==> config.mk <==
export PLATFORM = sky130hd
export DESIGN_NAME = pulse_width_boot_link_receiver
export DESIGN_NICKNAME = d
export VERILOG_FILES = /design/src/hw/rtl/pwbl_pkg.sv /design/src/hw/rtl/pwbl_front.sv /design/src/hw/rtl/pwbl_back.sv /design/src/hw/rtl/pulse_width_boot_link_receiver.sv
export SDC_FILE = /design/constraint.sdc
export NUM_CORES = 1
export LEC_CHECK = 0
export BUFFER_PORTS_ARGS = -buffer_cell sky130_fd_sc_hd__buf_2
export CORE_UTILIZATION = 40
export CTS_CLUSTER_DIAMETER = 120
export DETAILED_ROUTE_END_ITERATION = 8
export PLACE_DENSITY_LB_ADDON = 0.12
export REMOVE_ABC_BUFFERS = 1
export SLEW_MARGIN = 10
export SYNTH_ARGS = -nofsm -noshare
export SYNTH_HDL_FRONTEND = slang
export SYNTH_SLANG_ARGS = --single-unit
==> constraint.sdc <==
create_clock -name clk_i -period 11.6 [get_ports clk_i]
set_input_delay 2.32 -clock clk_i [delete_from_list [all_inputs] [get_ports clk_i]]
set_output_delay 2.32 -clock clk_i [all_outputs]
set_load 0.01 [all_outputs]
==> src/hw/rtl/pwbl_pkg.sv <==
// Package for the pulse-width boot link receiver.
// Holds the item types, the command type passed from front to back and the register map.
// Has no dependencies.
package pwbl_pkg;

  localparam int unsigned TIME_BITS = 16;
  localparam int unsigned BYTE_BITS = 8;
  localparam int unsigned CODE_BITS = 8;
  localparam int unsigned BCNT_BITS = $clog2(BYTE_BITS + 1);

  localparam int unsigned ADDR_BITS = 4;
  localparam int unsigned DATA_BITS = 32;

  // Register indexes (byte address = 4 * index)
  localparam logic [1:0] REG_TIMEOUT   = 2'd0;
  localparam logic [1:0] REG_REPLY_ONE = 2'd1;
  localparam logic [1:0] REG_REPLY_ZRO = 2'd2;

  localparam logic [TIME_BITS-1:0] TIMEOUT_RST   = TIME_BITS'(32768);
  localparam logic [CODE_BITS-1:0] REPLY_ONE_RST = CODE_BITS'(8'hAA);
  localparam logic [CODE_BITS-1:0] REPLY_ZRO_RST = CODE_BITS'(8'hAB);

  localparam logic OP_EDGE = 1'b0;
  localparam logic OP_TICK = 1'b1;

  typedef struct packed {
    logic                 op;
    logic                 edge_rising;
    logic [TIME_BITS-1:0] capture_time;
  } in_item_t;

  typedef struct packed {
    logic                 txd_level;
    logic                 byte_done;
    logic [7:0]           byte_value;
    logic                 byte_matched;
    logic                 calibrated;
    logic                 timed_out;
    logic [TIME_BITS-1:0] bit_threshold;
  } out_item_t;

  typedef enum logic [1:0] {
    CMD_TICK = 2'd0,
    CMD_FALL = 2'd1,
    CMD_RISE = 2'd2
  } cmd_kind_e;

  typedef struct packed {
    cmd_kind_e            kind;
    logic [TIME_BITS-1:0] stamp;
  } cmd_t;

  typedef struct packed {
    logic [TIME_BITS-1:0] timeout_ticks;
    logic [CODE_BITS-1:0] reply_one_code;
    logic [CODE_BITS-1:0] reply_zero_code;
  } cfg_t;

endpackage

==> src/hw/rtl/pwbl_front.sv <==
// Front part: accepts input items, classifies them as tick, falling or rising edge
// and holds them in a two-entry queue for the back part. Depends on pwbl_pkg.
module pwbl_front import pwbl_pkg::*; (
  input  logic     clk_i,
  input  logic     rst_ni,
  input  logic     in_valid_i,
  output logic     in_stall_o,
  input  in_item_t in_item_i,
  output logic     cmd_valid_o,
  output cmd_t     cmd_o,
  input  logic     cmd_pop_i
);

  cmd_t       mem_q [2];
  logic       wptr_q, rptr_q;
  logic [1:0] cnt_q;
  logic       push, pop;
  cmd_t       cmd_new;

  always_comb begin
    cmd_new.stamp = in_item_i.capture_time;
    if (in_item_i.op == OP_TICK) begin
      cmd_new.kind = CMD_TICK;
    end else if (in_item_i.edge_rising) begin
      cmd_new.kind = CMD_RISE;
    end else begin
      cmd_new.kind = CMD_FALL;
    end
  end

  assign in_stall_o  = (cnt_q == 2'd2);
  assign push        = in_valid_i && !in_stall_o;
  assign cmd_valid_o = (cnt_q != 2'd0);
  assign pop         = cmd_pop_i && cmd_valid_o;
  assign cmd_o       = mem_q[rptr_q];

  always_ff @(posedge clk_i or negedge rst_ni) begin
    if (!rst_ni) begin
      wptr_q <= 1'b0;
      rptr_q <= 1'b0;
      cnt_q  <= 2'd0;
    end else begin
      if (push) wptr_q <= ~wptr_q;
      if (pop)  rptr_q <= ~rptr_q;
      cnt_q <= cnt_q + {1'b0, push} - {1'b0, pop};
    end
  end

  always_ff @(posedge clk_i) begin
    if (push) mem_q[wptr_q] <= cmd_new;
  end

  a_no_overflow: assert property (@(posedge clk_i) disable iff (!rst_ni)
    cnt_q != 2'd3) else $error("queue count out of range");
  a_pop_nonempty: assert property (@(posedge clk_i) disable iff (!rst_ni)
    cmd_pop_i |-> cmd_valid_o) else $error("pop from empty queue");
  a_full_count: assert property (@(posedge clk_i) disable iff (!rst_ni)
    (cnt_q == 2'd2 && !cmd_pop_i) |=> in_stall_o) else $error("full queue released");

endmodule

==> src/hw/rtl/pwbl_back.sv <==
// Back part: runs calibration, bit decoding, reply sequencing and the watchdog,
// one command per cycle unless stalled, into an output register. Depends on pwbl_pkg.
module pwbl_back import pwbl_pkg::*; (
  input  logic      clk_i,
  input  logic      rst_ni,
  input  cfg_t      cfg_i,
  input  logic      cmd_valid_i,
  input  cmd_t      cmd_i,
  output logic      cmd_pop_o,
  output logic      out_valid_o,
  input  logic      out_stall_i,
  output out_item_t out_item_o
);

  typedef enum logic [3:0] {
    PH_CAL_FALL0 = 4'd0,
    PH_CAL_RISE0 = 4'd1,
    PH_CAL_FALL1 = 4'd2,
    PH_CAL_RISE1 = 4'd3,
    PH_DATA      = 4'd4,
    PH_REPLY_LOW = 4'd5,
    PH_REPLY_REL = 4'd6,
    PH_REPLY_END = 4'd7,
    PH_REPLY_FIN = 4'd8
  } phase_e;

  phase_e                phase_q, phase_d;
  logic                  exp_rise_q, exp_rise_d;
  logic [TIME_BITS-1:0]  stamp_q, stamp_d;
  logic [TIME_BITS-1:0]  short_q, short_d;
  logic [TIME_BITS-1:0]  thresh_q, thresh_d;
  logic [BYTE_BITS-1:0]  shift_q, shift_d;
  logic [BCNT_BITS-1:0]  bits_q, bits_d, bits_dec;
  logic                  reply_q, reply_d;
  logic                  txd_q, txd_d;
  logic                  dog_run_q, dog_run_d;
  logic [TIME_BITS-1:0]  dog_cnt_q, dog_cnt_d, dog_inc;
  logic                  out_valid_q;
  out_item_t             out_q, out_d;

  logic                  exec, is_edge, edge_ok;
  logic                  done, matched, expired;
  logic [TIME_BITS-1:0]  width;
  logic [TIME_BITS:0]    sum;
  logic [CODE_BITS-1:0]  code;

  // Execute whenever the output slot is free or being emptied this cycle
  assign exec      = cmd_valid_i && (!out_valid_q || !out_stall_i);
  assign cmd_pop_o = exec;

  assign is_edge  = (cmd_i.kind != CMD_TICK);
  assign edge_ok  = is_edge && ((cmd_i.kind == CMD_RISE) == exp_rise_q);
  assign width    = cmd_i.stamp - stamp_q;
  assign sum      = {1'b0, width} + {1'b0, short_q};
  assign dog_inc  = dog_cnt_q + TIME_BITS'(1);
  assign bits_dec = (bits_q == '0) ? '0 : bits_q - BCNT_BITS'(1);

  always_comb begin
    phase_d    = phase_q;
    exp_rise_d = exp_rise_q;
    stamp_d    = stamp_q;
    short_d    = short_q;
    thresh_d   = thresh_q;
    shift_d    = shift_q;
    bits_d     = bits_q;
    reply_d    = reply_q;
    txd_d      = txd_q;
    dog_run_d  = dog_run_q;
    dog_cnt_d  = dog_cnt_q;
    done       = 1'b0;
    matched    = 1'b0;
    expired    = 1'b0;
    code       = CODE_BITS'(shift_d);

    if (edge_ok) begin
      dog_run_d = 1'b1;
      dog_cnt_d = '0;
      case (phase_q)
        PH_CAL_FALL0, PH_CAL_FALL1: begin
          stamp_d    = cmd_i.stamp;
          exp_rise_d = 1'b1;
          phase_d    = (phase_q == PH_CAL_FALL0) ? PH_CAL_RISE0 : PH_CAL_RISE1;
        end
        PH_CAL_RISE0: begin
          short_d    = width;
          exp_rise_d = 1'b0;
          phase_d    = PH_CAL_FALL1;
        end
        PH_CAL_RISE1: begin
          thresh_d   = sum[TIME_BITS:1];
          exp_rise_d = 1'b0;
          dog_run_d  = 1'b0;
          phase_d    = PH_DATA;
        end
        PH_DATA: begin
          if (!exp_rise_q) begin
            stamp_d    = cmd_i.stamp;
            exp_rise_d = 1'b1;
          end else begin
            exp_rise_d = 1'b0;
            // LSB first: new bit enters at the top
            shift_d = {(width < thresh_q), shift_q[BYTE_BITS-1:1]};
            bits_d  = bits_dec;
            code    = CODE_BITS'(shift_d);
            if (bits_dec == '0) begin
              done      = 1'b1;
              dog_run_d = 1'b0;
              bits_d    = BCNT_BITS'(BYTE_BITS);
              if (code == cfg_i.reply_one_code) begin
                reply_d = 1'b1;
                phase_d = PH_REPLY_LOW;
                matched = 1'b1;
              end else if (code == cfg_i.reply_zero_code) begin
                reply_d = 1'b0;
                phase_d = PH_REPLY_LOW;
                matched = 1'b1;
              end
            end
          end
        end
        PH_REPLY_LOW: begin
          txd_d      = 1'b0;
          exp_rise_d = 1'b1;
          phase_d    = PH_REPLY_REL;
        end
        PH_REPLY_REL: begin
          if (reply_q) txd_d = 1'b1;
          exp_rise_d = 1'b0;
          phase_d    = PH_REPLY_END;
        end
        PH_REPLY_END: begin
          txd_d      = 1'b1;
          exp_rise_d = 1'b1;
          phase_d    = PH_REPLY_FIN;
        end
        PH_REPLY_FIN: begin
          exp_rise_d = 1'b0;
          bits_d     = BCNT_BITS'(BYTE_BITS);
          dog_run_d  = 1'b0;
          phase_d    = PH_DATA;
        end
        default: begin
          phase_d = PH_CAL_FALL0;
        end
      endcase
    end else if (!is_edge && dog_run_q) begin
      dog_cnt_d = dog_inc;
      if (dog_inc >= cfg_i.timeout_ticks) begin
        // Drop back to calibration; leave txd, byte and threshold alone
        phase_d    = PH_CAL_FALL0;
        exp_rise_d = 1'b0;
        bits_d     = BCNT_BITS'(BYTE_BITS);
        dog_run_d  = 1'b0;
        dog_cnt_d  = '0;
        expired    = 1'b1;
      end
    end

    out_d.txd_level     = txd_d;
    out_d.byte_done     = done;
    out_d.byte_value    = 8'(shift_d);
    out_d.byte_matched  = matched;
    out_d.calibrated    = (phase_d inside {[PH_DATA:PH_REPLY_FIN]});
    out_d.timed_out     = expired;
    out_d.bit_threshold = thresh_d;
  end

  always_ff @(posedge clk_i or negedge rst_ni) begin
    if (!rst_ni) begin
      phase_q     <= PH_CAL_FALL0;
      exp_rise_q  <= 1'b0;
      stamp_q     <= '0;
      short_q     <= '0;
      thresh_q    <= '0;
      shift_q     <= '0;
      bits_q      <= BCNT_BITS'(BYTE_BITS);
      reply_q     <= 1'b0;
      txd_q       <= 1'b1;
      dog_run_q   <= 1'b0;
      dog_cnt_q   <= '0;
      out_valid_q <= 1'b0;
    end else begin
      if (exec) begin
        phase_q    <= phase_d;
        exp_rise_q <= exp_rise_d;
        stamp_q    <= stamp_d;
        short_q    <= short_d;
        thresh_q   <= thresh_d;
        shift_q    <= shift_d;
        bits_q     <= bits_d;
        reply_q    <= reply_d;
        txd_q      <= txd_d;
        dog_run_q  <= dog_run_d;
        dog_cnt_q  <= dog_cnt_d;
      end
      if (exec) begin
        out_valid_q <= 1'b1;
      end else if (!out_stall_i) begin
        out_valid_q <= 1'b0;
      end
    end
  end

  always_ff @(posedge clk_i) begin
    if (exec) out_q <= out_d;
  end

  assign out_valid_o = out_valid_q;
  assign out_item_o  = out_q;

  a_match_done: assert property (@(posedge clk_i) disable iff (!rst_ni)
    out_valid_q && out_q.byte_matched |-> out_q.byte_done)
    else $error("match without completed byte");
  a_timeout_uncal: assert property (@(posedge clk_i) disable iff (!rst_ni)
    out_valid_q && out_q.timed_out |-> !out_q.calibrated)
    else $error("timeout left block calibrated");
  a_timeout_state: assert property (@(posedge clk_i) disable iff (!rst_ni)
    exec && expired |=> phase_q == PH_CAL_FALL0 && !dog_run_q && !exp_rise_q)
    else $error("timeout did not restart calibration");
  a_bits_nonzero: assert property (@(posedge clk_i) disable iff (!rst_ni)
    bits_q != '0) else $error("bit counter reached zero");

endmodule

==> src/hw/rtl/pulse_width_boot_link_receiver.sv <==
// Top level of the pulse-width boot link receiver: APB register file, front queue
// and back engine. Depends on pwbl_pkg, pwbl_front and pwbl_back.
//
// Usage:
//   Input channel (in_valid_i / in_stall_o / in_item_i) carries one item per
//   accepted cycle: either a clock tick (op = 1) that advances the watchdog, or
//   a line edge with its polarity and captured timer value (op = 0).
//   Output channel (out_valid_o / out_stall_i / out_item_o) returns exactly one
//   item per input item, in order: TXD level, byte completion and match flags,
//   the shift register, calibration state, watchdog expiry and the threshold.
//   When the output is free, the item is written into the two-entry queue at
//   its accepting edge, and the back engine then lands its result in the
//   output register, where out_valid_o rises. Throughput is one item per cycle
//   while the output is not stalled; the limit is the back engine, which retires
//   one command per cycle through its single state update.
//   When the receiver stalls, the output register holds its item, the back
//   engine waits, and the queue absorbs up to two further items before
//   in_stall_o rises.
//   Reset clears the queue and output register, returns the engine to the first
//   calibration edge with TXD released high, and loads the register defaults
//   (timeout 32768 ticks, reply codes 0xAA and 0xAB).
//   Write registers (4-byte spaced) only while no item is in flight.
module pulse_width_boot_link_receiver import pwbl_pkg::*; (
  input  logic                 clk_i,
  input  logic                 rst_ni,
  // Input items
  input  logic                 in_valid_i,
  output logic                 in_stall_o,
  input  in_item_t             in_item_i,
  // Result items
  output logic                 out_valid_o,
  input  logic                 out_stall_i,
  output out_item_t            out_item_o,
  // Register port
  input  logic                 psel,
  input  logic                 penable,
  input  logic                 pwrite,
  input  logic [ADDR_BITS-1:0] paddr,
  input  logic [DATA_BITS-1:0] pwdata,
  output logic [DATA_BITS-1:0] prdata,
  output logic                 pready
);

  cfg_t       cfg_q;
  logic       cfg_wr;
  logic [1:0] reg_idx;
  logic       cmd_valid, cmd_pop;
  cmd_t       cmd;

  // Register file: write on the access phase, always ready
  assign pready  = 1'b1;
  assign reg_idx = paddr[ADDR_BITS-1:2];
  assign cfg_wr  = psel && penable && pwrite && pready;

  always_ff @(posedge clk_i or negedge rst_ni) begin
    if (!rst_ni) begin
      cfg_q.timeout_ticks   <= TIMEOUT_RST;
      cfg_q.reply_one_code  <= REPLY_ONE_RST;
      cfg_q.reply_zero_code <= REPLY_ZRO_RST;
    end else if (cfg_wr) begin
      case (reg_idx)
        REG_TIMEOUT:   cfg_q.timeout_ticks   <= pwdata[TIME_BITS-1:0];
        REG_REPLY_ONE: cfg_q.reply_one_code  <= pwdata[CODE_BITS-1:0];
        REG_REPLY_ZRO: cfg_q.reply_zero_code <= pwdata[CODE_BITS-1:0];
        default: ;
      endcase
    end
  end

  // Read back the addressed register, zero-extended
  always_comb begin
    case (reg_idx)
      REG_TIMEOUT:   prdata = DATA_BITS'(cfg_q.timeout_ticks);
      REG_REPLY_ONE: prdata = DATA_BITS'(cfg_q.reply_one_code);
      REG_REPLY_ZRO: prdata = DATA_BITS'(cfg_q.reply_zero_code);
      default:       prdata = '0;
    endcase
  end

  // Front: classify and queue
  pwbl_front u_front (
    .clk_i       (clk_i),
    .rst_ni      (rst_ni),
    .in_valid_i  (in_valid_i),
    .in_stall_o  (in_stall_o),
    .in_item_i   (in_item_i),
    .cmd_valid_o (cmd_valid),
    .cmd_o       (cmd),
    .cmd_pop_i   (cmd_pop)
  );

  // Back: decode pulses, sequence replies, run the watchdog
  pwbl_back u_back (
    .clk_i       (clk_i),
    .rst_ni      (rst_ni),
    .cfg_i       (cfg_q),
    .cmd_valid_i (cmd_valid),
    .cmd_i       (cmd),
    .cmd_pop_o   (cmd_pop),
    .out_valid_o (out_valid_o),
    .out_stall_i (out_stall_i),
    .out_item_o  (out_item_o)
  );

endmodule

### Word-level counts from Yosys, hierarchy flattened

Memories as Yosys holds them, arrays and structs flattened.
Cells that the tools add are included.

| cells by class | value |
|---|---|
| reductions and logical operators | 40 |
| add/sub/neg operators | 6 |
| $lt $le $gt $ge | 4 |
| multiplexer cells | 51 |
| bitwise logic cells | 3 |
| equal/unequal tests | 20 |

Operators with widths:

| operator | number |
|---|---|
| 16-bit 2-to-1 mux | 6 |
| 4-bit 2-to-1 mux | 13 |
| 16-bit case mux with 3 select lines | 1 |
| 16-bit case mux with 2 select lines | 1 |
| 4-bit case mux with 7 select lines | 1 |
| 8-bit 2-to-1 mux | 3 |
| 1-bit 2-to-1 mux | 19 |
| 16-bit by 16-bit adder with 17-bit output | 1 |
| 16-bit by 1-bit adder with 16-bit output (second input constant) | 1 |
| 4-bit by 3-bit == test with 1-bit output (second input constant) | 4 |
| 8-bit == test | 2 |
| 16-bit greater-or-equal comparator | 1 |
| 16-bit < comparator | 1 |
| 16-bit subtractor | 1 |
| 4-bit zero test | 3 |
| 4-bit AND reduction | 3 |
| 2-bit nonzero test | 6 |
| 3-bit AND reduction | 3 |
| 4-bit by 2-bit == test with 1-bit output (second input constant) | 2 |
| 1-bit logical AND | 8 |
| 4-bit case mux with 2 select lines | 1 |
| 2-bit AND reduction | 4 |
| 4-bit OR reduction | 2 |
| 2-bit == test (second input constant) | 3 |
| 24 further kinds | 34 |

| storage, ports and cells | value |
|---|---|
| memories | 1 |
| flip-flop bits (word level) | 150 |
| logic and storage cells | 150 |
| memory bits (writable) | 36 |
| input port bits | 61 |
| output and inout port bits | 64 |

Memory list:

| name | words | bits a word | rd ports | clocked after Yosys merged registers in | write ports | RTL line | source |
|---|---|---|---|---|---|---|---|
| u_front.mem_q | 2 | 18 | 1 | 0 | 1 | pwbl_front.sv:14 | `cmd_t mem_q [2];` |

### Longest topological paths before layout

Gate-level depths: netlist of the first run.
An unclocked memory read counts as a cell.

| depth | value |
|---|---|
| depth in word-level cells | 12 |
| gate-level depth with buffers | 22 |
| mapped depth without buffers | 20 |

### Hierarchy

A second synthesis of the first run with hierarchy kept.

| unflattened totals | value |
|---|---|
| cell total of the unflattened synthesis | 956 |
| area total of the unflattened synthesis | 10,472.5 µm² |

By module, submodules not included:

| module | seq. area each (µm²) | times used | area an instance (µm²) | cells an instance |
|---|---|---|---|---|
| pwbl_back | 3,000.4 | 1 | 7,303.3 | 755 |
| pulse_width_boot_link_receiver | 813.3 | 1 | 1,614.0 | 125 |
| pwbl_front | 1,181.1 | 1 | 1,555.2 | 76 |

### Worst setup path after synthesis of the first run

OpenSTA, ideal clock, no wires.

| timing | value |
|---|---|
| path type | input to output |
| start point | input paddr[2] |
| end point | output prdata[6] |
| required time | 9.280 ns |
| setup slack | 6.034 ns |
| path buffers | 2 |
| cell stages on the path | 4 |
| arrival | 3.246 ns |
| cells stage by stage | buf_2 -> buf_1 -> mux2i_1 -> o21ai_0 |

| between the ends | value |
|---|---|
| word-level cells in the longest chain between the ends | 2 |
| elaborated cells between the ends (all ways) | 4 |
| those cells by class | eq/ne: 2; mux: 1; reduce/logical: 1 |

Ends and longest elaborated chain:

| what | RTL line | source |
|---|---|---|
| start, declared | pulse_width_boot_link_receiver.sv:38 | `input logic [ADDR_BITS-1:0] paddr,` |
| 2-bit == test (tied with other cells) | pulse_width_boot_link_receiver.sv:72 | `case (reg_idx)` |
| 16-bit case mux with 3 select lines (*) | pulse_width_boot_link_receiver.sv:72 |  |
| end, declared | pulse_width_boot_link_receiver.sv:40 | `output logic [DATA_BITS-1:0] prdata,` |

Every way passes the cells marked *; elsewhere a longest branch is shown, timed or not.

### Worst setup path in the final report of the first run

| timing | value |
|---|---|
| start point | input paddr[3] |
| end point | output prdata[4] |

The elaborated chain is that of the path after synthesis.

==> results.md, run 1 <==
- Slowest-stage cell, CP: nor2b_1
- Overflow after GRT: 0
- Final Hold Vio Count: 0
- Count of state elements after synthesis: 186
- F_max: between 150 and 200 MHz
- Total Wirelength: 22,200 µm
- CTS clk-pin slew, worst paths: approximately 0.07 ns
- # placed instances: 1,417
- Clock Tree Buf Depth: 2
- Routed len/inst: between 15 and 20 µm
- Remaining DRCs: 0
- Largest cells by area after synthesis: dfrtp_1 (26%), edfxtp_1 (19%), ha_1 (7.6%)
- Ys flop type: dfrtp_1
- Crit path max fanout: 20
- Arrival @ worst endpoint: ~3.8 ns
- Root Driver: clkbuf_16
- Antenna cells: 0
- Total Routing Usage GR: 17.5%
- Post-route ant nets: 0
- Critical Setup Path Class: in2out
- Distinct cells, synth: 76
- HPWL after DPL: 15,900 µm
- Reg2reg end: u_back.out_item_o[17]
- Worst Path Buf+Inv: 2
- I/O Buffers: slightly below 90
- IO Count: approximately 130
- Crit-path cells: buf_2 -> nor2b_1 -> nand2_1 -> o21ai_0 -> buf_2
- Max Cap Violations: 0
- Area share of the largest cell type after synthesis: 25.9%
- Req. time, crit path: 9.28 ns
- Num CTS Buffers: 17
- Synth top cells by count: nand2_1 (151), dfrtp_1 (109), o21ai_0 (95)
- Initial DRC count: 316
- Layout cell share with drive strength beyond 1: approximately 21%
- Sequential share of the synthesized area: 47.5%
- Slew HR: 31.3%
- Setup_tns: 0 ns
- Die height: 164 µm
- TritonCTS clock tree: yes
- Non-filler cells, final: 1,449
- Post-Syn Area: 10,500 µm²
- CP endpoint: prdata[4]
- Synth async-reset ratio: 65.1%
- CP max stage delay: 0.63 ns
- DIE AREA: 27,000 µm²
- Clk_skew: between 0.01 and 0.015 ns
- Slew @ Worst Pin: 1.02 ns
- Synth area leader: dfrtp_1
- Crit path time final: 6.09 ns
- Largest net degree at the start of global routing: 68
- Hold Buf Count CTS: 0
- Post-DR vias/cell: 5.09
- Cells after synthesis: ~1,000
- Final #Nets: ~1,200
- Gpl congestion: 0.808
- Run status: finished clean
- Syn. warnings: 0
- Fin crit share: a little over half
- Vias in the first global route: about 7,000
- Top-count cell post-synth: nand2_1
- Max Slew Vio Count: 0
- CP Depth: 5
- CP dominant cell by count: buf_2
- FF-to-FF Start: u_front.rptr_q
- Crit end category: primary output
- TritonRoute pass-1 iters: 5
- R2r setup slk: 5.97 ns
- Via count: 7,370
- CTS sink count: 186
- Core region area: 25,900 µm²
- Post_cts resized: 0
- H-tree depth: 4
- Final setup viols: 0
- Number of enable flip-flop cells after synthesis: 65
- Crit-path leading delay family: simple AND/OR/NAND/NOR gates
- Tightest Hold Check Type: reg2reg
- Worst-Skew Late Latency: 0.44 ns
- Global-route wire length before repair: 36,800 µm
- Reg2reg path depth: 20
- Crit path launch: paddr[3]
- Area Overhead vs Synth: 13.2%
- Syn Area/Cell: 10.4 µm²
- Rows: 59
- Unrepaired setup endpoints after global routing: no
- Initial Util: between 40% and 50%
- Startpoint Class: input port
- Post-CTS Setup Repair Bufs: 0
- Die Wd: 164 µm
- Initial antenna violation count: 0
==> layer usage <==
| layer | share of wire [%] | global-route usage, % | routed length, µm | up-vias |
|---|---|---|---|---|
| met5 | 0 | 0 | 0 | - |
| met4 | 0.80 | 4.59 | 177 | 0 |
| met3 | 3.2 | 2.95 | 710 | 13 |
| met2 | 42 | 25.1 | 9410 | 109 |
| met1 | 54 | 26.7 | 11900 | 3502 |
| li1 | - | - | - | 3746 |
==> state kept, by name, indices dropped and copies added (netlist names), 2 cells and up <==
| register | count |
|---|---|
| cfg_q | 32 |
| u_back.bits_q | 4 |
| u_back.dog_cnt_q | 16 |
| u_back.out_item_o | 29 |
| u_back.phase_q | 4 |
| u_back.shift_q | 8 |
| u_back.short_q | 16 |
| u_back.stamp_q | 16 |
| u_back.thresh_q | 16 |
| u_front.cnt_q | 2 |
| u_front.mem_q | 36 |
==> worst min path at each step <==
stage | start | end | cells past startpoint
2_1_floorplan | u_back.shift_q[0] | u_back.shift_q[0] | 2
3_3_place_gp | u_back.shift_q[0] | u_back.shift_q[0] | 2
3_5_place_dp | u_back.shift_q[0] | u_back.shift_q[0] | 2
4_1_cts | u_back.shift_q[0] | u_back.shift_q[0] | 2
5_1_grt | u_back.bits_q[3] | u_back.bits_q[3] | 2
6_report | u_back.shift_q[0] | u_back.shift_q[0] | 2
==> placed cells by master (no fill, tap or decap), types with 6 or more instances in the layout <==
master,synthesis,layout
and3_1,16,16
nor2_1,32,32
a21oi_1,31,31
a21o_1,19,19
nor3_1,23,22
inv_1,64,64
buf_4,17,11
dfstp_2,12,12
conb_1,2,17
o21a_1,6,6
clkbuf_16,0,17
o21ai_0,95,95
inv_6,0,7
ha_1,64,64
nand2_1,151,151
edfxtp_1,65,65
nand3_1,22,22
nor2b_1,8,8
o21ai_1,12,11
xnor2_1,35,35
nand4_1,7,7
mux2i_1,16,16
xor2_1,22,22
dfrtp_1,109,109
buf_2,6,88
o211ai_1,7,7
mux2_2,64,64
==> per-stage QoR <==
stage | setup WS [ns] | util [%] | hold WS (ns) | area [µm²]
2_1_floorplan | 6.41 | - | 0.440 | 10300
3_3_place_gp | 5.55 | 43.6 | 0.452 | 11300
3_5_place_dp | 5.54 | 43.6 | 0.458 | 11300
4_1_cts | 5.53 | 46.0 | 0.477 | 11900
5_1_grt | 5.39 | 46.0 | 0.504 | 11900
6_report | 5.51 | 46.0 | 0.477 | 11900
==> worst reg2reg max path: stages, from the launching register on <==
cell	delay, ns
dfrtp_1	0.99
mux2i_1	0.44
ha_1	0.24
inv_1	0.06
fa_1	0.39
a21o_1	0.19
a21oi_1	0.26
o211ai_1	0.20
o2111ai_1	0.14
a21oi_1	0.12
o41ai_1	0.31
xnor2_1	0.18
ha_1	0.21
a21o_1	0.15
a21o_1	0.20
a2111oi_2	0.26
a21bo_2	0.30
nand2_4	0.10
xnor2_1	0.09
a221o_1	0.38
o31ai_1	0.26
==> kinds of logic (layout without fill, tap and decap cells) <==
group                      after synthesis  in the layout  synth area share (%)
muxes                                   82             82                  8.69
buffers and inverters                  113            196                  4.71
DFF                                    186            186                  47.5
adders and majority gates               66             66                  7.99
xor gates and xnor gates                57             57                  4.74
AOI/OAI and AO/OA                      220            220                  13.5
and+or+nand+nor                        290            290                  12.8
other                                    2             17                0.0714
==> final cells by class <==
cell class | instances | area, µm²
Timing Repair Buffer | 99 | 523
Clock buffer | 17 | 425
Tap cell | 335 | 419
Clock inverter | 15 | 204
Fill cell | 2464 | 14000
Inverter | 65 | 244
Multi-Input combinational cell | 732 | 5110
Sequential cell | 186 | 4990
Power of run 1 is left out: the tool's default activity adds up to more than one toggle a clock period on the data nets, which glitch-free logic cannot reach.
==> inputs of run 2 (changes only) <==
--- a/config.mk
+++ b/config.mk
@@ -5,6 +5,7 @@
 export SDC_FILE = /design/constraint.sdc
 export NUM_CORES = 1
 export LEC_CHECK = 0
+export ABC_AREA = 1
 export BUFFER_PORTS_ARGS = -buffer_cell sky130_fd_sc_hd__buf_2
 export CORE_UTILIZATION = 40
 export CTS_CLUSTER_DIAMETER = 120
==> constraint.sdc (replaced) <==
create_clock -name clk_i -period 6.3 [get_ports clk_i]
set_input_delay 1.26 -clock clk_i [delete_from_list [all_inputs] [get_ports clk_i]]
set_output_delay 1.26 -clock clk_i [all_outputs]
set_load 0.01 [all_outputs]
==> run 2 against run 1 <==
  * The flow now finishes with violations (design-rule violations)
  * Worst setup slack worse by 4.2 ns
  * Count of clock-buffer cells in the layout up 2
  * Critical endpoint is now u_back.out_item_o[17]
  * Global-route usage decreased by 0.56 points
  * Via count increased by 8.1%
  * Critical path type is now reg2reg
  * Register-to-register slack worse by 4.7 ns
==> results.md, run 2 <==
- Post-Syn Area: 10,500 µm² (+0.23%)
- Crit path max fanout: 20 (unchanged)
- Initial DRC count: 526 (+66%)
- Remaining DRCs: 2 (+2)
- Slew @ Worst Pin: 1.14 ns (+0.118 ns)
- Post-CTS Setup Repair Bufs: 0 (unchanged)
- Combinational family with the most area after synthesis: simple AND/OR/NAND/NOR gates
- TritonRoute pass-1 iters: 9 (+4)
- Largest cells by area after synthesis: dfrtp_1 (26%), edfxtp_1 (19%), nand2_1 (11%)
- Worst-Skew Late Latency: 0.43 ns (about the same)
- Via count: 7,967 (+8.1%)
- HPWL after DPL: 15,900 µm (+0.55%)
- Vias in the first global route: 7,241 (+3.7%)
- Top-count cell post-synth: nand2_1
- F_max: 201 MHz
- Max reg flops: 36 (unchanged)
- Fin crit share: 79.1%
- Number of enable flip-flop cells after synthesis: 65 (unchanged)
- Clock Tree Buf Depth: 2 (unchanged)
- Global-route wire length before repair: 36,200 µm (-1.7%)
- DIE AREA: 27,000 µm² (+0.23%)
- Post-layout util: 45.3% (-0.69 points)
- Core region area: 26,000 µm² (+0.28%)
- Most common cell after layout, fill and taps aside: nand2_1
- Startpoint Class: flip-flop
- H-tree depth: 4 (unchanged)
- Unrepaired setup endpoints after global routing: no
- Placed cell area: 11,200 µm² (-0.51%)
- Synth Area in Simple Gates: 19.5% (+6.7 points)
- Largest net degree at the start of global routing: 74 (+8.8%)
- Commonest cells after routing, fill and taps aside: nand2_1 (314), inv_1 (159), o21ai_0 (111)
- Syn Area/Cell: 8.58 µm² (-17%)
- Post_cts resized: 0 (unchanged)
- Arrival @ worst endpoint: 5.16 ns (+1.39 ns)
- Total Routing Usage GR: 16.9% (-0.56 points)
- Run status: complete, but fails checks
- Biggest register: u_front.mem_q
- Rows: 59 (unchanged)
- Die Wd: 164 µm (+0.11%)
- Final #Nets: 1,438 (+17%)
- Sequential share of the synthesized area: 47.4% (-0.11 points)
- Antenna cells: 0 (unchanged)
- Dpl ws: 1.31 ns (-4.23 ns)
- Final setup margin: 1.31 ns (-4.19 ns)
- Layout cell share with drive strength beyond 1: 13.4% (-7.4 points)
- Num CTS Buffers: 17 (unchanged)
- Die height: 164 µm (+0.11%)
- Max Cap Violations: 0 (unchanged)
- Count of state elements after synthesis: 186 (unchanged)
- Post-DR vias/cell: 4.80 (-5.6%)
- Routed len/inst: 13.1 µm (-14%)
- Synth top cells by count: nand2_1 (314), inv_1 (159), o21ai_0 (112)
- Initial Util: 40.6% (about the same)
- Clk_skew: 0.0167 ns (+0.00293 ns)
- Synth area leader: dfrtp_1
- CTS sink count: 186 (unchanged)
- Crit end category: flip-flop
- Syn. warnings: 0 (unchanged)
- Setup_tns: 0 ns (unchanged)
- Initial antenna violation count: 0 (unchanged)
- Gpl congestion: 0.854 (+5.6%)
- Adder-Cell Fraction of Synth Area: 7.97% (-0.018 points)
- Tightest Hold Check Type: reg2reg
- Area Overhead vs Synth: 11.6%
- Total Wirelength: 21,800 µm (-1.8%)
- Max Slew Vio Count: 0 (unchanged)
- Root Driver: clkbuf_16
- Final Hold Vio Count: 0 (unchanged)
- Area share of the largest cell type after synthesis: 25.9% (-0.058 points)
- Compound-Gate Fraction of Synth Area: 12.2% (-1.4 points)
- Hold Buf Count CTS: 0 (unchanged)
- Synth async-reset ratio: 65.1% (unchanged)
- Post-route ant nets: 0 (unchanged)
- Crit path time final: 4.99 ns
- Req. time, crit path: 6.47 ns (-2.81 ns)
- Ys flop type: dfrtp_1
- Failing checks: design-rule violations
- Mux share of post-synthesis cell area: 0.380% (-8.3 points)
- TritonCTS clock tree: yes
- Overflow after GRT: 0 (unchanged)
- Xor and xnor fraction of the mapped netlist area: 3.74% (-1.0 points)
- Final setup viols: 0 (unchanged)
- IO Count: 125 (unchanged)
- Critical Setup Path Class: reg2reg
- CTS clk-pin slew, worst paths: 0.07 ns (about the same)
- Cells after synthesis: 1,229 (+21%)
- Fin area: 11,800 µm² (-1.2%)
- Slew HR: 23.9% (-7.4 points)
- I/O Buffers: 89 (unchanged)
- Distinct cells, synth: 57 (-25%)
-- run 2: cell count changes after synthesis, sizes merged, moves of 22 or more --
| cell | delta |
|---|---|
| inv | +103 |
| o21ai | +22 |
| nor2 | +42 |
| a21oi | +29 |
| nand3 | +30 |
| nand2 | +166 |
| mux2 | -65 |
-- run 2: layer usage --
layer,global-route usage [%],wire length [µm],vias up
li1,-,-,4165
met1,25.6,11700,3643
met2,24.9,9100,135
met3,2.11,660,24
met4,5.46,325,0
met5,0,0,-
-- run 2: cells by family after synthesis --
kind of cell / Yosys count
AND/OR/NAND/NOR: 483
flip-flops: 186
adder cells (fa/ha/maj): 66
AO/OA/AOI/OAI: 226
multiplexers: 4
other: 2
XOR/XNOR: 45
buffers and inverters: 217
-- run 2: layout make-up --
type                            count  area, µm²
Inverter                          169        639
Timing Repair Buffer               96        500
Fill cell                        2631      14200
Clock inverter                     13        109
Tap cell                          335        419
Sequential cell                   186       4990
Multi-Input combinational cell    841       4680
Clock buffer                       19        433
-- run 2: through the flow --
| step | hold WS (ns) | cells |
|---|---|---|
| floorplan | 0.447 | 1196 |
| finish | 0.491 | 1659 |
| CTS | 0.494 | 1659 |
| detailed placement | 0.474 | 1627 |
| global placement | 0.467 | 1627 |
| global route | 0.516 | 1659 |
-- run 2: worst paths after layout --
| check | startpoint | end | slack [ns] | cells after the start |
|---|---|---|---|---|
| setup / recovery | u_front.rptr_q | u_back.out_item_o[17] | 1.31 | 27 |
| hold reg to reg | u_back.short_q[0] | u_back.short_q[0] | 0.49 | 2 |
| hold / removal | u_back.short_q[0] | u_back.short_q[0] | 0.49 | 2 |
| max in group asynchronous | rst_ni | u_back.short_q[12] | 4.09 | 2 |
| setup reg to reg | u_front.rptr_q | u_back.out_item_o[17] | 1.31 | 27 |
| min in group asynchronous | rst_ni | u_back.shift_q[0] | 0.97 | 1 |
-- run 2: critical path: stages (launching register included) --
cell,delay (ns)
dfrtp_1,0.84
inv_2,0.31
nand2_1,0.12
nand2_1,0.10
ha_1,0.36
a21oi_1,0.15
nand2_1,0.07
nand2_1,0.08
nand2_1,0.05
nand2_1,0.10
o21ai_1,0.11
a21boi_0,0.28
o21ai_0,0.15
or2_1,0.24
and2_1,0.17
ha_1,0.29
a21oi_1,0.12
o21ai_0,0.11
a21oi_1,0.25
nand2_1,0.14
nand2_1,0.08
nand3_1,0.09
nand2_1,0.11
nand2_1,0.09
nand2_1,0.08
nand2_1,0.06
nand3_1,0.10
nand2_1,0.07
Power of run 2 is left out for the same reason.
==> inputs of run 3 (changes only) <==
==> constraint.sdc (replaced) <==
create_clock -name clk_i -period 4.5 [get_ports clk_i]
set_input_delay 0.9 -clock clk_i [delete_from_list [all_inputs] [get_ports clk_i]]
set_output_delay 0.9 -clock clk_i [all_outputs]
set_load 0.01 [all_outputs]
==> run 3 against run 2 <==
  * The run still ends with design-rule violations left
  * Worst setup slack got worse by 0.87 ns
  * First-iteration DRC count is 28% lower
  * Worst hold slack got worse by 0.011 ns
  * Utilization grew 0.48 points
  * Cell count rose by 0.54%
  * Non-clock buffer count is 9 higher
  * Via count down 0.54%
  * Critical path type unchanged
  * Highest routed layer unchanged
==> results.md, run 3 (same netlist as run 2, synthesis figures left out) <==
- Initial antenna violation count: 0 (unchanged)
- CTS sink count: 186 (unchanged)
- DIE AREA: 27,000 µm² (unchanged)
- Overflow after GRT: 0 (unchanged)
- Setup_tns: 0 ns (unchanged)
- Placed cell area: 11,300 µm² (+0.58%)
- Worst-Skew Late Latency: 0.44 ns (about the same)
- Hold Buf Count CTS: 0 (unchanged)
- Routed len/inst: 13.2 µm (+0.77%)
- H-tree depth: 4 (unchanged)
- CP max stage delay: 0.46 ns (-0.38 ns)
- Core region area: 26,000 µm² (unchanged)
- Arrival @ worst endpoint: 4.24 ns (-0.92 ns)
- IO Count: 125 (unchanged)
- Total Routing Usage GR: 17.4% (+0.46 points)
- Die Wd: 164 µm (unchanged)
- Rows: 59 (unchanged)
- TritonCTS clock tree: yes
- Failing checks: design-rule violations
- Crit end category: flip-flop
- Fin crit share: 90.0% (+11 points)
- Crit path time final: 4.05 ns (-0.934 ns)
- Die height: 164 µm (unchanged)
- Root Driver: clkbuf_16
- Antenna cells: 0 (unchanged)
- Biggest register: u_front.mem_q
- Non-filler cells, final: 1,668 (+0.54%)
- Critical Setup Path Class: reg2reg
- Post-route ant nets: 0 (unchanged)
- Gpl congestion: 0.900 (+5.5%)
- Unrepaired setup endpoints after global routing: no
- Startpoint Class: flip-flop
- Crit-path cells: mux2i_1 -> ha_1 -> inv_1 -> fa_1 -> nand3_1 -> nand2_1 -> a21oi_1 -> o21ai_0 -> a31oi_1 -> xor2_1 -> inv_1 -> ha_1 -> nand2_1 -> nor4_1 -> nand2_1 -> nand3_1 -> nand3_1 -> nand2_1 -> nand2_1 -> nand2_1 -> nand2_1 -> nand3_1 -> nand2_1
- Layout cell share with drive strength beyond 1: 14.3% (+0.88 points)
- Final Hold Vio Count: 0 (unchanged)
- Fin area: 11,900 µm² (+1.1%)
- F_max: 247 MHz (+23%)
- Remaining DRCs: 2 (unchanged)
- Via count: 7,924 (-0.54%)
- Most common cell after layout, fill and taps aside: nand2_1
- Largest net degree at the start of global routing: 72 (-2.7%)
- Req. time, crit path: 4.69 ns (-1.78 ns)
- Final setup viols: 0 (unchanged)
- Min Hold Slack: 0.480 ns (-0.0106 ns)
- Initial Util: 40.6% (unchanged)
- Initial DRC count: 379 (-28%)
- Clock Tree Buf Depth: 2 (unchanged)
- Max Cap Violations: 0 (unchanged)
- Final #Nets: 1,447 (+0.63%)
- Total Wirelength: 22,100 µm (+1.3%)
- HPWL after DPL: 16,100 µm (+1.1%)
- Area Overhead vs Synth: 12.8%
- Global-route wire length before repair: 36,800 µm (+1.5%)
- Max reg flops: 36 (unchanged)
- Slew HR: 30.9% (+7.0 points)
- CTS clk-pin slew, worst paths: 0.07 ns (about the same)
- Post-DR vias/cell: 4.75 (-1.1%)
- Run status: complete, but fails checks
- Vias in the first global route: 7,294 (+0.73%)
- Slew @ Worst Pin: 1.03 ns (-0.108 ns)
- I/O Buffers: 89 (unchanged)
- Max Slew Vio Count: 0 (unchanged)
- TritonRoute pass-1 iters: 7 (-2)
- # placed instances: 1,634 (+0.43%)
- Slowest-stage cell, CP: dfrtp_2
- Num CTS Buffers: 17 (unchanged)
- Crit path max fanout: 8 (-60%)
- Tightest Hold Check Type: reg2reg
- CP dominant cell by count: nand2_1
- Commonest cells after routing, fill and taps aside: nand2_1 (314), inv_1 (159), o21ai_0 (111)
- Clk_skew: 0.0173 ns (+0.000665 ns)
[run 3: cell count changes in the layout (fill, tap and decap cells not counted), sizes merged]
cell / before / now
clkbuf: 19 / 18
buf: 96 / 105
clkinv: 3 / 4
clkinvlp: 3 / 2
bufinv: 0 / 1
[run 3: per-stage QoR]
| stage | utilization [%] | worst slack (ns) |
|---|---|---|
| after floorplan | - | -0.00500 |
| after global placement | 43.5 | 0.251 |
| after detailed placement | 43.5 | 0.218 |
| after CTS | 45.7 | 0.199 |
| after global routing | 45.8 | 0.0201 |
| final | 45.8 | 0.448 |
[run 3: cell type report]
class	count	area [µm²]
Fill cell	2609	14100
Sequential cell	186	5000
Multi-Input combinational cell	841	4690
Inverter	169	639
Timing Repair Buffer	105	581
Clock buffer	18	439
Tap cell	335	419
Clock inverter	14	134
[run 3: repair_timing]
action | CTS | global route
resized for setup | 0 | 3
setup buffers | 0 | 2
endpoints found under the setup margin | 0 | 6
[run 3: final timing paths]
path                               startpoint                     to  slack (ns)  depth (start not counted)
setup / recovery               u_front.rptr_q  u_back.out_item_o[17]        0.45                         23
hold / removal             u_back.thresh_q[8]     u_back.thresh_q[8]        0.48                          2
setup reg to reg               u_front.rptr_q  u_back.out_item_o[17]        0.45                         23
hold reg to reg            u_back.thresh_q[8]     u_back.thresh_q[8]        0.48                          2
max in group asynchronous              rst_ni              cfg_q[15]        3.12                          2
min in group asynchronous              rst_ni      u_back.shift_q[0]        0.51                          1
[run 3: critical path: cells and delay by family, from the launching register on]
kind / cells / cell delay, ns
fa+ha+maj: 3 / 0.85
xor+xnor: 1 / 0.21
compound gates: 3 / 0.55
simple gates: 13 / 1.32
flops: 1 / 0.46
buf+inv: 2 / 0.16
mux: 1 / 0.27
[run 3: routing by layer]
metal	up-vias	part of all wire, %	global-route usage, %
met1	3603	53	26.3
met5	-	0	0
li1	4176	-	-
met2	121	43	25.4
met3	24	2.8	2.54
met4	0	1.5	5.50
Power of run 3 is left out for the same reason.
